File: src/design/ffra_pkg.sv
// ----------------------------------------------------------------------------
// ffra_pkg
// Shared constants, status codes and controller/datapath interface types for
// the first-fit region allocator.
// ----------------------------------------------------------------------------
package ffra_pkg;

    localparam int MAX_BOUNDS = 64;
    localparam int MAX_BLOCKS = 32;
    localparam int ADDR_BITS  = 24;

    localparam int SIZE_W = ADDR_BITS + 1;
    localparam int CNT_W  = $clog2(MAX_BOUNDS + 1);
    localparam int BIDX_W = $clog2(MAX_BOUNDS);
    localparam int SLOT_W = $clog2(MAX_BLOCKS);
    localparam int SCNT_W = $clog2(MAX_BLOCKS + 1);
    localparam int STAT_W = 3;

    localparam logic [STAT_W-1:0] ST_OK         = 3'd0;
    localparam logic [STAT_W-1:0] ST_ZERO_SIZE  = 3'd1;
    localparam logic [STAT_W-1:0] ST_INSUF      = 3'd2;
    localparam logic [STAT_W-1:0] ST_LIST_FULL  = 3'd3;
    localparam logic [STAT_W-1:0] ST_NO_FIT     = 3'd4;
    localparam logic [STAT_W-1:0] ST_NOT_FOUND  = 3'd5;
    localparam logic [STAT_W-1:0] ST_TABLE_FULL = 3'd6;

    typedef enum logic [1:0] {IDX_HOLD, IDX_ZERO, IDX_INC1, IDX_INC2} idx_op_t;
    typedef enum logic [2:0] {J_HOLD, J_IDX, J_CNTM1, J_INC, J_DEC} j_op_t;
    typedef enum logic [1:0] {S_HOLD, S_ZERO, S_INC} scnt_op_t;
    typedef enum logic [1:0] {RA_IDX, RA_J, RA_J2} rda_sel_t;
    typedef enum logic [2:0] {
        WA_IDX, WA_IDX1, WA_J, WA_J2, WA_CNT, WA_CNT1, WA_ZERO, WA_ONE
    } wa_sel_t;
    typedef enum logic [2:0] {WD_ZERO, WD_POOL, WD_EN, WD_ST, WD_RDA, WD_SUM} wd_sel_t;
    typedef enum logic [1:0] {C_HOLD, C_SUB2, C_ADD2} cnt_op_t;

    typedef struct packed {
        logic              capture;
        idx_op_t           idx_op;
        j_op_t             j_op;
        scnt_op_t          scnt_op;
        rda_sel_t          rda_sel;
        logic              fb_we;
        wa_sel_t           wa_sel;
        wd_sel_t           wd_sel;
        cnt_op_t           cnt_op;
        logic              commit_rsv;
        logic              commit_rel;
        logic              load_hit;
        logic              set_stat;
        logic [STAT_W-1:0] stat_code;
        logic              out_load;
    } dp_cmd_t;

    typedef struct packed {
        logic is_release;
        logic size_zero;
        logic avail_lt;
        logic cnt_full;
        logic no_room;
        logic pair_end;
        logic idx_end;
        logic fits;
        logic d1_eq_end;
        logic slots_full;
        logic scnt_end;
        logic bt_hit;
        logic d0_eq_st;
        logic d1_eq_en;
        logic idx1_lt_cnt;
        logic d0_eq_en;
        logic d0_gt_en;
        logic mvd_end;
        logic j_eq_idx;
        logic out_busy;
    } dp_stat_t;

endpackage

File: src/design/ffra_ctrl.sv
// ----------------------------------------------------------------------------
// ffra_ctrl
// Controller: sequences list initialization, reserve and release requests
// over the datapath.
// ----------------------------------------------------------------------------
module ffra_ctrl (
    input  logic                clk,
    input  logic                rst_n,
    input  logic                cfg_we,
    input  logic                in_valid,
    output logic                in_ready,
    input  ffra_pkg::dp_stat_t  stat,
    output ffra_pkg::dp_cmd_t   cmd
);
    import ffra_pkg::*;

    localparam logic [4:0] S_INIT0 = 5'd0;
    localparam logic [4:0] S_INIT1 = 5'd1;
    localparam logic [4:0] S_IDLE  = 5'd2;
    localparam logic [4:0] S_RCHK  = 5'd3;
    localparam logic [4:0] S_RRD   = 5'd4;
    localparam logic [4:0] S_RCMP  = 5'd5;
    localparam logic [4:0] S_MVDRD = 5'd6;
    localparam logic [4:0] S_MVDWR = 5'd7;
    localparam logic [4:0] S_LRD   = 5'd8;
    localparam logic [4:0] S_LCMP  = 5'd9;
    localparam logic [4:0] S_FRD   = 5'd10;
    localparam logic [4:0] S_FAPP  = 5'd11;
    localparam logic [4:0] S_FCMP  = 5'd12;
    localparam logic [4:0] S_MVURD = 5'd13;
    localparam logic [4:0] S_MVUWR = 5'd14;
    localparam logic [4:0] S_INS1  = 5'd15;
    localparam logic [4:0] S_INS2  = 5'd16;
    localparam logic [4:0] S_FIN   = 5'd17;

    logic [4:0] state_reg;
    logic [4:0] state_next;

    always_comb
    begin
        cmd        = '0;
        in_ready   = 1'b0;
        state_next = state_reg;
        case (state_reg)
            S_INIT0:
            begin
                cmd.fb_we  = 1'b1;
                cmd.wa_sel = WA_ZERO;
                cmd.wd_sel = WD_ZERO;
                state_next = S_INIT1;
            end
            S_INIT1:
            begin
                cmd.fb_we  = 1'b1;
                cmd.wa_sel = WA_ONE;
                cmd.wd_sel = WD_POOL;
                state_next = S_IDLE;
            end
            S_IDLE:
            begin
                in_ready = 1'b1;
                if (in_valid) begin
                    cmd.capture = 1'b1;
                    cmd.idx_op  = IDX_ZERO;
                    cmd.scnt_op = S_ZERO;
                    state_next  = S_RCHK;
                end
            end
            S_RCHK:
            begin
                if (stat.is_release) begin
                    state_next = S_LRD;
                end else begin
                    state_next = S_FIN;
                    cmd.set_stat = 1'b1;
                    if (stat.size_zero) begin
                        cmd.stat_code = ST_ZERO_SIZE;
                    end else if (stat.avail_lt) begin
                        cmd.stat_code = ST_INSUF;
                    end else if (stat.cnt_full) begin
                        cmd.stat_code = ST_LIST_FULL;
                    end else begin
                        cmd.set_stat = 1'b0;
                        state_next   = S_RRD;
                    end
                end
            end
            S_RRD:
            begin
                cmd.rda_sel = RA_IDX;
                if (stat.pair_end) begin
                    cmd.set_stat  = 1'b1;
                    cmd.stat_code = ST_NO_FIT;
                    state_next    = S_FIN;
                end else begin
                    state_next = S_RCMP;
                end
            end
            S_RCMP:
            begin
                if (stat.fits) begin
                    if (stat.slots_full) begin
                        cmd.set_stat  = 1'b1;
                        cmd.stat_code = ST_TABLE_FULL;
                        state_next    = S_FIN;
                    end else begin
                        cmd.commit_rsv = 1'b1;
                        if (stat.d1_eq_end) begin
                            cmd.j_op   = J_IDX;
                            state_next = S_MVDRD;
                        end else begin
                            cmd.fb_we  = 1'b1;
                            cmd.wa_sel = WA_IDX;
                            cmd.wd_sel = WD_SUM;
                            state_next = S_FIN;
                        end
                    end
                end else begin
                    cmd.idx_op = IDX_INC2;
                    state_next = S_RRD;
                end
            end
            S_MVDRD:
            begin
                cmd.rda_sel = RA_J2;
                if (stat.mvd_end) begin
                    cmd.cnt_op = C_SUB2;
                    state_next = S_FIN;
                end else begin
                    state_next = S_MVDWR;
                end
            end
            S_MVDWR:
            begin
                cmd.fb_we  = 1'b1;
                cmd.wa_sel = WA_J;
                cmd.wd_sel = WD_RDA;
                cmd.j_op   = J_INC;
                state_next = S_MVDRD;
            end
            S_LRD:
            begin
                if (stat.scnt_end) begin
                    cmd.set_stat  = 1'b1;
                    cmd.stat_code = ST_NOT_FOUND;
                    state_next    = S_FIN;
                end else begin
                    state_next = S_LCMP;
                end
            end
            S_LCMP:
            begin
                if (stat.bt_hit) begin
                    cmd.load_hit = 1'b1;
                    cmd.idx_op   = IDX_ZERO;
                    state_next   = S_FRD;
                end else begin
                    cmd.scnt_op = S_INC;
                    state_next  = S_LRD;
                end
            end
            S_FRD:
            begin
                cmd.rda_sel = RA_IDX;
                if (stat.idx_end) begin
                    if (stat.no_room) begin
                        cmd.set_stat  = 1'b1;
                        cmd.stat_code = ST_LIST_FULL;
                        state_next    = S_FIN;
                    end else begin
                        cmd.fb_we  = 1'b1;
                        cmd.wa_sel = WA_CNT;
                        cmd.wd_sel = WD_ST;
                        state_next = S_FAPP;
                    end
                end else begin
                    state_next = S_FCMP;
                end
            end
            S_FAPP:
            begin
                cmd.fb_we      = 1'b1;
                cmd.wa_sel     = WA_CNT1;
                cmd.wd_sel     = WD_EN;
                cmd.cnt_op     = C_ADD2;
                cmd.commit_rel = 1'b1;
                state_next     = S_FIN;
            end
            S_FCMP:
            begin
                if (stat.d0_eq_st) begin
                    cmd.commit_rel = 1'b1;
                    if (stat.idx1_lt_cnt && stat.d1_eq_en) begin
                        cmd.j_op   = J_IDX;
                        state_next = S_MVDRD;
                    end else begin
                        cmd.fb_we  = 1'b1;
                        cmd.wa_sel = WA_IDX;
                        cmd.wd_sel = WD_EN;
                        state_next = S_FIN;
                    end
                end else if (stat.d0_eq_en) begin
                    cmd.commit_rel = 1'b1;
                    cmd.fb_we      = 1'b1;
                    cmd.wa_sel     = WA_IDX;
                    cmd.wd_sel     = WD_ST;
                    state_next     = S_FIN;
                end else if (stat.d0_gt_en) begin
                    if (stat.no_room) begin
                        cmd.set_stat  = 1'b1;
                        cmd.stat_code = ST_LIST_FULL;
                        state_next    = S_FIN;
                    end else begin
                        cmd.j_op   = J_CNTM1;
                        state_next = S_MVURD;
                    end
                end else begin
                    cmd.idx_op = IDX_INC1;
                    state_next = S_FRD;
                end
            end
            S_MVURD:
            begin
                cmd.rda_sel = RA_J;
                state_next  = S_MVUWR;
            end
            S_MVUWR:
            begin
                cmd.fb_we  = 1'b1;
                cmd.wa_sel = WA_J2;
                cmd.wd_sel = WD_RDA;
                if (stat.j_eq_idx) begin
                    state_next = S_INS1;
                end else begin
                    cmd.j_op   = J_DEC;
                    state_next = S_MVURD;
                end
            end
            S_INS1:
            begin
                cmd.fb_we  = 1'b1;
                cmd.wa_sel = WA_IDX;
                cmd.wd_sel = WD_ST;
                state_next = S_INS2;
            end
            S_INS2:
            begin
                cmd.fb_we      = 1'b1;
                cmd.wa_sel     = WA_IDX1;
                cmd.wd_sel     = WD_EN;
                cmd.cnt_op     = C_ADD2;
                cmd.commit_rel = 1'b1;
                state_next     = S_FIN;
            end
            S_FIN:
            begin
                if (!stat.out_busy) begin
                    cmd.out_load = 1'b1;
                    state_next   = S_IDLE;
                end
            end
            default:
            begin
                state_next = S_INIT0;
            end
        endcase
        if (cfg_we) begin
            state_next = S_INIT0;
        end
    end

    always_ff @(posedge clk or negedge rst_n)
    begin
        if (!rst_n) begin
            state_reg <= S_INIT0;
        end else begin
            state_reg <= state_next;
        end
    end

    a_accept_idle: assert property (@(posedge clk) disable iff (!rst_n)
        cmd.capture |-> state_reg == S_IDLE)
        else $error("request captured outside idle");
    a_one_commit: assert property (@(posedge clk) disable iff (!rst_n)
        !(cmd.commit_rsv && cmd.commit_rel))
        else $error("reserve and release committed together");
    a_fin_to_idle: assert property (@(posedge clk) disable iff (!rst_n)
        (cmd.out_load && !cfg_we) |=> state_reg == S_IDLE)
        else $error("result load did not return to idle");

endmodule

File: config.mk
export PLATFORM = sky130hd
export DESIGN_NAME = ffra_ctrl
export DESIGN_NICKNAME = d
export VERILOG_FILES = /design/src/design/ffra_pkg.sv /design/src/design/ffra_ctrl.sv
export SDC_FILE = /design/constraint.sdc
export NUM_CORES = 1
export LEC_CHECK = 0
export BUFFER_PORTS_ARGS = -buffer_cell sky130_fd_sc_hd__buf_2
export CAP_MARGIN = 20
export CORE_ASPECT_RATIO = 0.7
export CORE_UTILIZATION = 40
export CTS_CLUSTER_DIAMETER = 100
export CTS_CLUSTER_SIZE = 28
export DETAILED_ROUTE_END_ITERATION = 10
export PLACE_DENSITY = 0.72
export SLEW_MARGIN = 0
export SYNTH_ARGS = -nofsm -noshare
export SYNTH_HDL_FRONTEND = slang
export SYNTH_SLANG_ARGS = --single-unit
File: constraint.sdc
create_clock -name clk -period 5.4 [get_ports clk]
set_input_delay 1.08 -clock clk [delete_from_list [all_inputs] [get_ports clk]]
set_output_delay 1.08 -clock clk [all_outputs]
set_load 0.05 [all_outputs]
==> flow_summary.toml, run 1 <==
[outcome]
status = "finished, final reports clean"

[grt]
grt_pass1_wl_mm = 5.93
grt_pass1_vias = 1211
antenna_found_initial = 0
grt_use_total_pct = 27.6
grt_start_max_net_pins = 27
grt-ovfl-total = 0

[final_layout]
num-fill-cells = 268
diodes = 0
syn_to_final_growth_pct = 27.3
drive_gt1_share_pct = 30.4
finalInstanceArea_sq_um = 1330
nets = 229
largest_register_ffs = 5

[synthesis]
synth_warnings = 0
synth_flop_cell = "dfrtp_1"
syn_area_per_cell_sq_um = 6.51
synth-edff-count = 0
synth_top_area_share_pct = 12.0
ys_seq_area_share_pct = 12.0
synth_cell_types = 52
synthesis.area_sq_um = 1040
async_flop_share_pct = 100
synth_top_cell_by_area = "dfrtp_1"
synth.area.top_cells = "dfrtp_1 12%, nand2_1 6.1%, a21oi_1 5.8%"
synth_nets = 184
synthCells = 160
synth-seq-cells = 5

[placement]
dp_hpwl_mm = 2.83
io_buffers = 51
placed_area_sq_um = 1280
place_congestion = 0.933

[timing]
tightestPinTransition_ns = 0.772
finalClockSkew_ns = 0.000827
finalCritPeriodShare_pct = 66.2
slew_headroom_pct = 48.5
hold_ws_ns = 0.664
setup_viol = 0
setup-tns-final_ns = 0
fmax_mhz = 280
hold_viol = 0
min_period_ns = 3.57
drv_slew = 0
rsz0062_at_grt = "no"

[critical_path]
reg2reg_slack_ns = 3.22
cp_data_required_time_ns = 4.32
endpoint_kind = "output pin"
critPathMaxFanout = 26
crit_path_start_kind = "flop"
r2r_cells = 5
crit_type = "reg -> out"
critPathMaxStageDelay_ns = 0.83
cp.arrival_ns = 2.49
rr_startpoint = "state_reg[3]"
r2r_end = "state_reg[4]"
path_cells = "nor3b_2 > nand3_1 > o22a_1 > o31a_1 > o221ai_1 > buf_2"
slowest_stage = "dfrtp_1"

[die]
die_y_um = 44.7
dieArea_sq_um = 2810
start_util_pct = 42.3
rows = 15
die_w_um = 63.0
core_sq_um = 2460
pin_count = 52

[drt]
wl_met2_mm = 1.53
ant_nets = 0
drc_errors = 0
dr.pass1.iters = 4
viasPerCell = 6.00
drt-wirelength-per-cell_um = 15.7
num_vias = 1428
drtIter0Drc = 91
wl_met3_um = 424
met1_length_mm = 1.75
topRoutingLayerUsed = "met4"
wirelength_mm = 3.75

[job]
drv_cap = 0

[cts]
cts_root_buffer = "clkbuf_8"
htree_levels = 1
path_clk_slew_ns = 0.04
cts_resized = 0
postCtsSetupBuffers = 0
insertion_delay_ns = 0.23
cts_tree = "built"
clk_path_buf_depth = 2
cts.sinks = 5
numCtsBuffers = 3
postCtsHoldBufs = 0

[pwr]
power_uw = 513
ir_drop_uv = 260
p_leak_nw = 0.648
power_density_nw_per_um2 = 387

[worst_hold_path]
hp-class = "in -> async"
==> synth_stat cells (2+ instances only) <==
master	instances
nand2_1	17
nor2_1	16
a21oi_1	12
inv_1	9
buf_2	8
nand3_1	8
o21ai_0	8
nand2b_1	6
dfrtp_1	5
nor2b_1	5
nor3_1	5
a31oi_1	4
nor3b_1	4
nand4b_1	3
o211ai_1	3
o31ai_1	3
o32ai_1	3
nand3b_1	2
o21ai_1	2
o22ai_1	2
o31a_1	2
or3_4	2
xor2_1	2
==> per-layer routing <==
layer | vias to the layer above | GRT usage [%]
met5 | - | 0
met4 | 0 | 8.37
met3 | 6 | 5.41
met2 | 104 | 40.9
met1 | 634 | 40.0
li1 | 684 | -
==> per-stage QoR <==
step | std cells | setup WS [ns] | utilization (%)
after floorplan | 160 | 1.62 | -
after global placement | 234 | 2.08 | 52.1
after detailed placement | 234 | 2.01 | 52.1
after CTS | 238 | 1.88 | 53.9
after global routing | 238 | 1.70 | 53.9
final | 238 | 1.83 | 53.9
==> power by group <==
part | internal, mW | switching [mW] | leakage, nW
Clock | 0.0508 | 0.0204 | 0.0228
Sequential | 0.0452 | 0.0485 | 0.0674
Combinational | 0.101 | 0.247 | 0.558
==> final cells by class <==
| type | count | area (sq um) | share of cell area, % |
|---|---|---|---|
| multi-input cells | 135 | 823 | 62.1 |
| inverters | 9 | 33.8 | 2.55 |
| repair buffers | 51 | 255 | 19.3 |
| clock buffers | 4 | 45.0 | 3.40 |
| flip-flops and latches | 5 | 125 | 9.44 |
| well taps | 34 | 42.5 | 3.21 |
==> worst max-delay path: cells and delay by family, from the launching register on <==
| family | cells | cell delay [ns] |
|---|---|---|
| buf+inv | 1 | 0.29 |
| compound gates | 3 | 0.46 |
| flops | 1 | 0.83 |
| simple gates | 2 | 0.67 |
==> cell families after synthesis <==
group           after synthesis  share of synthesized area [%]
simple gates                 81                           43.5
compound gates               52                           33.9
buf+inv                      20                           8.89
xor+xnor                      2                           1.68
flops                         5                           12.0
==> worst max path at each step <==
stage / cells after the start / slack, ns / end / startpoint
2_1_floorplan: 2 / 1.62 / cmd[2] / stat[19]
3_3_place_gp: 6 / 2.08 / cmd[22] / stat[4]
3_5_place_dp: 6 / 2.01 / cmd[22] / stat[4]
4_1_cts: 6 / 1.88 / cmd[10] / state_reg[3]
5_1_grt: 6 / 1.70 / cmd[10] / state_reg[3]
6_report: 6 / 1.83 / cmd[10] / state_reg[3]
==> cells in the final DEF, fill, tap and decap left out, types with 2 or more instances in the layout <==
master	count
nor3_1	5
nand4b_1	3
dfrtp_1	5
buf_2	51
nor2b_1	5
nand2_1	17
nand3_1	8
o32ai_1	3
nand3b_1	2
o21ai_1	2
o22ai_1	2
xor2_1	2
clkbuf_8	3
nor2_1	16
or3_4	2
o31ai_1	3
o31a_1	2
o211ai_1	3
nor3b_1	4
o21ai_0	8
inv_1	9
a21oi_1	12
a31oi_1	4
nand2b_1	6
(Power assumes the default switching activity.)
==> run 2, diff against run 1 <==
--- a/config.mk
+++ b/config.mk
@@ -12,7 +12,7 @@
 export CTS_CLUSTER_DIAMETER = 100
 export CTS_CLUSTER_SIZE = 28
 export DETAILED_ROUTE_END_ITERATION = 10
-export PLACE_DENSITY = 0.72
+export PLACE_DENSITY = 0.75
 export SLEW_MARGIN = 0
 export SYNTH_ARGS = -nofsm -noshare
 export SYNTH_HDL_FRONTEND = slang
==> constraint.sdc (replaced) <==
create_clock -name clk -period 3.1 [get_ports clk]
set_input_delay 0.62 -clock clk [delete_from_list [all_inputs] [get_ports clk]]
set_output_delay 0.62 -clock clk [all_outputs]
set_load 0.05 [all_outputs]
==> run 2 against run 1 <==
Effect of this change: non-clock buffer count is 5 higher; first-iteration DRC count is 6.6% lower; die area stayed put; combinational power is 89% higher; wire length hardly changed; critical endpoint unchanged.
==> flow_summary.toml, run 2 (synthesized netlist as in run 1, its figures left out) <==
[final_layout]
nets = 234
final_cell_mix = "51 x buf_2, 17 x nand2_1, 16 x nor2_1, 12 x a21oi_1, 9 x inv_1"
syn_to_final_growth_pct = 31.0
largest_register_ffs = 5
multi_input_area_sq_um = 823
num-fill-cells = 274
drive_gt1_share_pct = 32.5
final_common_cell = "buf_2"
diodes = 0
seqCellArea_sq_um = 126
final_util_pct = 55.5
finalInstanceArea_sq_um = 1360

[die]
die_y_um = 44.7
core_sq_um = 2460
die_w_um = 63.0
rows = 15
dieArea_sq_um = 2810
start_util_pct = 42.3
pin_count = 52

[pwr]
p_leak_nw = 0.671
power_density_nw_per_um2 = 676
ir_drop_uv = 487
power_uw = 922

[critical_path]
endpoint_kind = "output pin"
critPathMaxStageDelay_ns = 0.63
r2r_cells = 7
path_cells = "nor3b_2 > nand3_1 > o22a_1 > o31a_1 > o221ai_1 > buf_2"
slowest_stage = "dfrtp_1"
critPathMaxFanout = 15
crit_type = "reg -> out"
cp_data_required_time_ns = 2.48
crit_path_start_kind = "flop"
cp.arrival_ns = 2.31

[timing]
setup_viol = 0
tightestPinTransition_ns = 0.636
min_period_ns = 2.93
hold_viol = 0
setup-tns-final_ns = 0
drv_slew = 0
finalClockSkew_ns = 0.00321
finalCritPeriodShare_pct = 94.4
slew_headroom_pct = 57.5
rsz0062_at_grt = "no"
fmax_mhz = 342

[cts]
htree_levels = 1
numCtsBuffers = 3
postCtsHoldBufs = 0
path_clk_slew_ns = 0.04
cts.sinks = 5
postCtsSetupBuffers = 0
insertion_delay_ns = 0.22
cts_root_buffer = "clkbuf_8"
cts_resized = 0
clk_path_buf_depth = 2
cts_tree = "built"

[worst_hold_path]
hp-class = "in -> async"

[grt]
grt_pass1_wl_mm = 5.98
grt_pass1_vias = 1234
antenna_found_initial = 0
grt_use_total_pct = 28.0
grt_start_max_net_pins = 23
grt-ovfl-total = 0

[drt]
drc_errors = 0
drtIter0Drc = 85
drt-wirelength-per-cell_um = 15.4
ant_nets = 0
viasPerCell = 5.89
num_vias = 1432
wirelength_mm = 3.74
dr.pass1.iters = 4

[job]
drv_cap = 0

[outcome]
status = "finished, final reports clean"

[placement]
placed_area_sq_um = 1320
io_buffers = 51
place_congestion = 0.920
dp_hpwl_mm = 2.90
## run 2: layout make-up
cell class	count	share of cell area, %
Multi-Input combinational cell	135	60.4
Sequential cell	5	9.27
Timing Repair Buffer	56	21.5
Clock buffer	4	3.30
Inverter	9	2.48
Tap cell	34	3.12
## run 2: worst max-delay path, delay by kind of cell, from the launching register on
kind                   cells  cell delay [ns]
DFF                        1             0.63
and+or+nand+nor            2             0.66
buffers and inverters      1             0.29
AOI/OAI and AO/OA          3             0.49
## run 2: where the power goes
group          switching, mW  leakage, nW  total (mW)  internal [mW]
combinational          0.454        0.582       0.656          0.203
clock                 0.0315       0.0228       0.120         0.0882
sequential            0.0664       0.0657       0.146         0.0793
## run 2: path summary, 6_finish.rpt
| kind | startpoint | endpoint | slack, ns |
|---|---|---|---|
| setup / recovery | state_reg[3] | cmd[10] | 0.17 |
| hold / removal | rst_n | state_reg[4] | 0.20 |
| setup reg to reg | state_reg[0] | state_reg[4] | 0.63 |
| hold reg to reg | state_reg[4] | state_reg[3] | 0.80 |
| max in group asynchronous | rst_n | state_reg[2] | 2.76 |
| min in group clk | cfg_we | state_reg[1] | 0.70 |
## run 2: routing by layer
| metal | routed length [um] | global-route usage [%] | vias up | share of wire (%) |
|---|---|---|---|---|
| li1 | - | - | 697 | - |
| met1 | 1810 | 38.8 | 627 | 48 |
| met5 | 0 | 0 | - | 0 |
| met4 | 43 | 9.30 | 0 | 1.1 |
| met2 | 1440 | 40.6 | 102 | 39 |
| met3 | 452 | 9.02 | 6 | 12 |
## run 2: metrics by stage
stage / setup slack (ns) / hold WS, ns / cells
finish: 0.175 / 0.201 / 243
global route: 0.0676 / 0.206 / 243
CTS: 0.187 / 0.203 / 243
detailed placement: 0.425 / 0.438 / 239
global placement: 0.383 / 0.438 / 239
floorplan: 0.0685 / 0.324 / 160
